--- config.mk ---
export PLATFORM = sky130hd
export DESIGN_NAME = bnb_merge
export DESIGN_NICKNAME = d
export VERILOG_FILES = /design/src/rtl/bnb_pkg.sv /design/src/rtl/bnb_merge.sv
export SDC_FILE = /design/constraint.sdc
export NUM_CORES = 1
export LEC_CHECK = 0
export ABC_AREA = 1
export CORE_ASPECT_RATIO = 1.1
export CORE_MARGIN = 4
export CORE_UTILIZATION = 62
export CTS_CLUSTER_DIAMETER = 50
export CTS_CLUSTER_SIZE = 28
export DETAILED_ROUTE_END_ITERATION = 10
export DONT_BUFFER_PORTS = 1
export PLACE_DENSITY = 0.78
export SETUP_SLACK_MARGIN = 0.02
export SLEW_MARGIN = 5
export SYNTH_ARGS = -nofsm -noshare
export SYNTH_HDL_FRONTEND = slang
export SYNTH_SLANG_ARGS = --single-unit
--- constraint.sdc ---
create_clock -name clk -period 2.6 [get_ports clk]
set_input_delay 0.26 -clock clk [delete_from_list [all_inputs] [get_ports clk]]
set_output_delay 0.26 -clock clk [all_outputs]
set_load 0.05 [all_outputs]
--- src/rtl/bnb_pkg.sv ---
// ----------------------------------------------------------------------------
// bnb_pkg
// Shared constants and types for the separable 3x3 binomial blur: pixel and
// configuration widths, register indexes, and the control groups that pass
// between the sequencer, the channel lanes and the output merge.
// ----------------------------------------------------------------------------
`default_nettype none

package bnb_pkg;

  // Sample and port geometry
  localparam int PIX_W       = 8;
  localparam int NUM_PORT_CH = 3;

  // Parameter defaults
  localparam int MAX_WIDTH_DEF    = 2048;
  localparam int NUM_CHANNELS_DEF = 3;

  // Frame height limit and row counter width
  localparam int MAX_HEIGHT = 2048;
  localparam int ROW_W      = 11;

  // Configuration port
  localparam int CFG_W     = 12;
  localparam int CFG_IDX_W = 2;

  localparam logic [CFG_IDX_W-1:0] CFG_FRAME_WIDTH  = 2'd0;
  localparam logic [CFG_IDX_W-1:0] CFG_FRAME_HEIGHT = 2'd1;
  localparam logic [CFG_IDX_W-1:0] CFG_BORDER_MODE  = 2'd2;

  // Register reset values
  localparam int RST_FRAME_WIDTH  = 640;
  localparam int RST_FRAME_HEIGHT = 480;

  // Border modes
  localparam logic BORDER_CROP  = 1'b0;
  localparam logic BORDER_CLAMP = 1'b1;

  // Result queue depth (power of two)
  localparam int OUT_DEPTH = 2;

  // Per-event control carried down the pipeline
  typedef struct packed {
    logic bank;       // line-store bank written by this event (row parity)
    logic older_sel;  // use the previous line in place of the older line
    logic emit_a;     // event yields the main vertical result
    logic emit_b;     // event also yields the bottom-edge clamp result
    logic line_end;   // results of this event close an output line
    logic fe_a;       // main result closes the frame
    logic fe_b;       // bottom-edge result closes the frame
  } ev_flags_t;

  // Sequencer to lane controls
  typedef struct packed {
    logic in_take;       // input request accepted this cycle
    logic left_pw1;      // left tap comes from the older window pixel
    logic ev_load_new;   // event stage loads the first horizontal result
    logic pend_load;     // pending stage loads the edge horizontal result
    logic ev_load_pend;  // event stage loads from the pending stage
    logic issue;         // line-store access, event moves to vertical stage
    logic wr_bank;       // bank written by the issuing event
    logic v_bank;        // bank that holds the older line in vertical stage
    logic older_sel;     // vertical stage uses previous line as older line
  } lane_ctl_t;

  // Sequencer to merge request
  typedef struct packed {
    logic sel_b;
    logic line_end;
    logic frame_end;
  } merge_req_t;

endpackage

`default_nettype wire

--- src/rtl/bnb_merge.sv ---
// ----------------------------------------------------------------------------
// bnb_merge
// Collects the lane results of one output pixel with its line and frame
// flags into a short result queue that drives the output channel.
// ----------------------------------------------------------------------------
`default_nettype none

module bnb_merge #(
  parameter int LANES = bnb_pkg::NUM_CHANNELS_DEF
) (
  input  logic                                clk,
  input  logic                                rst_n,
  input  logic                                push,
  input  bnb_pkg::merge_req_t                 req,
  input  logic [LANES-1:0][bnb_pkg::PIX_W-1:0] res_a,
  input  logic [LANES-1:0][bnb_pkg::PIX_W-1:0] res_b,
  output logic                                room,
  output logic                                out_valid,
  input  logic                                out_stall,
  output logic [bnb_pkg::PIX_W-1:0]           out_red,
  output logic [bnb_pkg::PIX_W-1:0]           out_green,
  output logic [bnb_pkg::PIX_W-1:0]           out_blue,
  output logic                                out_line_end,
  output logic                                out_frame_end
);

  import bnb_pkg::*;

  localparam int PW = $clog2(OUT_DEPTH);

  logic [LANES-1:0][PIX_W-1:0] q_data_r [OUT_DEPTH];
  logic                        q_le_r   [OUT_DEPTH];
  logic                        q_fe_r   [OUT_DEPTH];
  logic [PW-1:0]               wr_ptr_r, rd_ptr_r;
  logic [PW:0]                 count_r;
  logic                        pop;
  logic [LANES-1:0][PIX_W-1:0] rd_data;
  logic [NUM_PORT_CH-1:0][PIX_W-1:0] out_pix;

  assign room      = (count_r != (PW + 1)'(OUT_DEPTH));
  assign out_valid = (count_r != '0);
  assign pop       = out_valid & ~out_stall;

  // Advance pointers and fill count
  always_ff @(posedge clk) begin
    if (!rst_n) begin
      wr_ptr_r <= '0;
      rd_ptr_r <= '0;
      count_r  <= '0;
    end else begin
      if (push) begin
        wr_ptr_r <= wr_ptr_r + PW'(1);
      end
      if (pop) begin
        rd_ptr_r <= rd_ptr_r + PW'(1);
      end
      if (push && !pop) begin
        count_r <= count_r + (PW + 1)'(1);
      end else if (pop && !push) begin
        count_r <= count_r - (PW + 1)'(1);
      end
    end
  end

  // Store the selected result of every lane
  always_ff @(posedge clk) begin
    if (push) begin
      q_data_r[wr_ptr_r] <= req.sel_b ? res_b : res_a;
      q_le_r[wr_ptr_r]   <= req.line_end;
      q_fe_r[wr_ptr_r]   <= req.frame_end;
    end
  end

  assign rd_data = q_data_r[rd_ptr_r];

  // Channels without a lane read as zero
  for (genvar ch = 0; ch < NUM_PORT_CH; ch++) begin : g_out
    if (ch < LANES) begin : g_lane
      assign out_pix[ch] = rd_data[ch];
    end else begin : g_zero
      assign out_pix[ch] = '0;
    end
  end

  assign out_red       = out_pix[0];
  assign out_green     = out_pix[1];
  assign out_blue      = out_pix[2];
  assign out_line_end  = q_le_r[rd_ptr_r];
  assign out_frame_end = q_fe_r[rd_ptr_r];

endmodule

`default_nettype wire

**After elaboration in Yosys (flattened, before gate mapping)**

Memory sizes are Yosys's and may differ from the RTL's. A register that Yosys moved wholly into a read port is not among the register bits.
Cells that the tools add are included.

- Add/subtract/negate cells: 4
- Equal/unequal tests: 1
- Muxes and demuxes: 11
- Bitwise logic cells: 2
- Reductions and logical operators: 6

Operator list:

| operator | count |
|---|---|
| 2-to-1 mux 24 bit | 1 |
| 2-to-1 mux 1 bit | 8 |
| 2-to-1 mux 2 bit | 2 |
| nonzero test 2 bit | 2 |
| adder 1 bit, second input constant | 2 |
| adder 2 x 1 -> 2 bit, second input constant | 1 |
| logical AND 1 bit | 2 |
| logical NOT 1 bit | 2 |
| != test 2 bit, second input constant | 1 |
| subtractor 2 x 1 -> 2 bit, second input constant | 1 |
| AND 1 bit | 1 |
| NOT 1 bit | 1 |

- Register bits: 4
- Memory bits (writable): 52
- Input bits: 55
- Output and inout port bits: 28
- Memories kept: 3

Memories:

| name | depth | bits a word | rd ports | clocked after memory_dff | wr ports | line | text |
|---|---|---|---|---|---|---|---|
| q_data_r | 2 | 24 | 1 | 1 | 1 | bnb_merge.sv:31 | `logic [LANES-1:0][PIX_W-1:0] q_data_r [OUT_DEPTH];` |
| q_fe_r | 2 | 1 | 1 | 1 | 1 | bnb_merge.sv:33 | `logic q_fe_r [OUT_DEPTH];` |
| q_le_r | 2 | 1 | 1 | 1 | 1 | bnb_merge.sv:32 | `logic q_le_r [OUT_DEPTH];` |

**Logic depth before layout (Yosys ltp)**

- Depth in word-level cells: 5
- Depth in mapped cells: 10
- Depth with buffers taken out: 10

**Least setup slack after synthesis**

No wires, ideal clock.

- Kind: register to register
- Start point: register wr_ptr_r
- End point: memory q_data_r[0][0] (netlist name) (enable)
- Library setup time: 0.409 ns
- Arrival: 1.430 ns
- Required time: 2.191 ns
- Path slack: 0.761 ns
- Cell stages (with the launch flop): 2
- Path buffers: 0
- Clock period less this slack: 1.839 ns
- Path through: dfxtp_1 -> nor2_1

RTL lines:

| element | line | text |
|---|---|---|
| start, declared | bnb_merge.sv:34 | `logic [PW-1:0] wr_ptr_r, rd_ptr_r;` |
| start signal, assigned | bnb_merge.sv:52 | `wr_ptr_r <= wr_ptr_r + PW'(1);` |
| end, declared | bnb_merge.sv:31 |  |

Straight into the memory's write port.

==> run metrics <==
cells after synthesis ~140; Avg Cell Area, Syn around 18 um^2; Ports between 80 and 90; Critical Path Source Type register; initial core utilization between 60% and 70%; initial DRC count 60; placed inst area 2614 um^2; Yosys reg bits 57; WP buf/inv 1; Finished Cell Area 2774 um^2; Tcrit/Tclk final just under 80%; Cell Rows 24; grt ovf 0; CP Depth 2; worst vdd ir about 0.50 mV; clock latency at the later pin of the worst-skew pair roughly 0.33 ns; CP Cell Sequence buf_4 -> mux2_4; R2R depth 2; Final Power around 2.3 mW; sequential element share of the synthesized area between 60% and 70%; Layout Skew roughly 0.011 ns; PortBufs 0; final hold slack between 0.02 and 0.025 ns; worst slew pin tran around 0.69 ns; Req. time, crit path ~2.3 ns; area of the multi-input gates about 820 um^2; most common cell after layout, fill and taps aside edfxtp_1; Critical-path top delay cell dfxtp_2; Synth Warn # 0; Routability Congestion 0.7164; outcome finished clean; n_diodes 0; Num CTS Buffers 9; via count 1176; met3 wire len 335 um; drt total wl between 4000 and 5000 um; CTS tree built; Syn Nets 200; filler cell count 276; Max Cap Viol 0; cts repair resizes 0; Slew headroom 53.75%; CP max FO 23; M1 wire length 1486 um; Setup CP Type register to output pin; initial antenna violation count 0; DRC 0; antenna-violating nets left 0; TritonRoute pass-1 iters 4; Crit. End Element output pin; die area roughly 5300 um^2; data arrival time of the critical path between 1.5 and 2 ns; first-pass GRT wire length ~6200 um; Root Driver clkbuf_8; Die W 69.86 um; nets@finish between 200 and 250; CTS Hold Buffers Added 0; Crit path max-delay family flip-flops; largest net degree at the start of global routing 25; highest clock rate 497.6 MHz; P_leak about 1.1 nW; number of global-route vias before repair between 1000 and 1500; most frequent cells in the layout edfxtp_1, mux2_4, mux2_2, nand2_1, clkbuf_8; Tmin final 2.010 ns; clk slew on worst S/H paths around 0.060 ns; Area Overhead vs Synth 6.280%; # setup viols final 0; worst hold path class primary input to register; via/cell ratio ~5.6; Slew Viols, Final 0; Setup Buffers After CTS 0; CTS Sinks 57; htree depth 3; Hold Crit Depth 0; Register Area roughly 1700 um^2; metal2 WL 2087 um; critical path's largest stage delay between 0.7 and 0.8 ns; CTS Buffer Depth 2; GR Util All Layers around 16%; PD cells 817.0 nW/um^2; DR WL/cell between 15 and 20 um; Mapped Area approximately 2600 um^2; final hold vios 0; RSZ-0062 raised after global routing false; share of cells above drive strength 1 between 40% and 50%; setup_tns 0 ns; core area around 4000 um^2; Die Height approximately 76 um; top sig layer met4; Cell variety after synth 14; hpwl dp 2947 um
-- per-layer routing --
layer  up-vias  track usage [%]
met1       549            15.04
li1        557                -
met2        60            28.07
met5         -                0
met3        10            6.464
met4         0            10.92
-- final timing paths --
kind / endpoint / startpoint / slack (ns)
max: out_red[1] / register / 0.59
min: q_fe_r[0] / req[0] / 0.02
max reg2reg: q_data_r[0][11] / wr_ptr_r / 1.12
min reg2reg: register / rd_ptr_r / 0.51
-- sequential cells by signal, indices dropped and copies added (netlist names), named ones only --
register / flops
rd_ptr_r: 1
count_r: 2
wr_ptr_r: 1
q_le_r: 2
q_fe_r: 2
q_data_r: 48
-- worst reg2reg max path: stages, from the launching register on --
cell	delay [ns]
dfxtp_1	0.32
nor2_2	0.51
buf_4	0.34
-- area by class of cell --
cell class | count | share of cell area [%]
multi-input combinational | 73 | 29.50
inverter | 8 | 1.083
timing repair buffer | 5 | 1.353
clock inverter | 1 | 0.1353
tap | 52 | 2.346
clock buffer | 15 | 5.638
sequential | 57 | 59.95
-- power by group --
group	leakage [nW]	switching [mW]	internal, mW	total [mW]
logic	0.464	0.323	0.162	0.485
clock network	0.0794	0.294	0.370	0.664
registers	0.530	0.0433	1.07	1.12
-- cell usage after synthesis --
library cell | n | area (um^2)
inv_1 | 8 | 30.03
ha_1 | 1 | 12.51
mux2_4 | 40 | 600.6
nand4_1 | 1 | 6.260
o21ai_0 | 1 | 5.000
edfxtp_1 | 52 | 1562
buf_6 | 2 | 22.52
buf_12 | 4 | 80.08
nand2_1 | 10 | 37.54
nor2_1 | 7 | 26.28
dfxtp_1 | 5 | 100.1
nand3_1 | 1 | 5.000
mux2_2 | 10 | 112.6
a21oi_1 | 2 | 10.01
-- metrics by stage --
| stage | worst slack [ns] | instances | util (%) |
|---|---|---|---|
| final | 0.5905 | 211 | 68.94 |
| after global routing | 0.4788 | 211 | 68.94 |
| after CTS | 0.5463 | 211 | 68.94 |
| after detailed placement | 0.9056 | 195 | 64.96 |
| after global placement | 0.9234 | 195 | 64.96 |
| after floorplan | 0.7611 | 144 | - |
-- cell families (layout without fill, tap and decap cells) --
logic type               count (synthesis)  after routing  synth area share (%)
buffers and inverters                   14             29                 5.082
flip-flops                              57             57                 63.66
AND/OR/NAND/NOR                         19             19                 2.877
multiplexers                            50             50                 27.33
adder cells (fa/ha/maj)                  1              1                0.4793
AO/OA/AOI/OAI                            3              3                0.5751
Power figures use the tool's default switching activity.
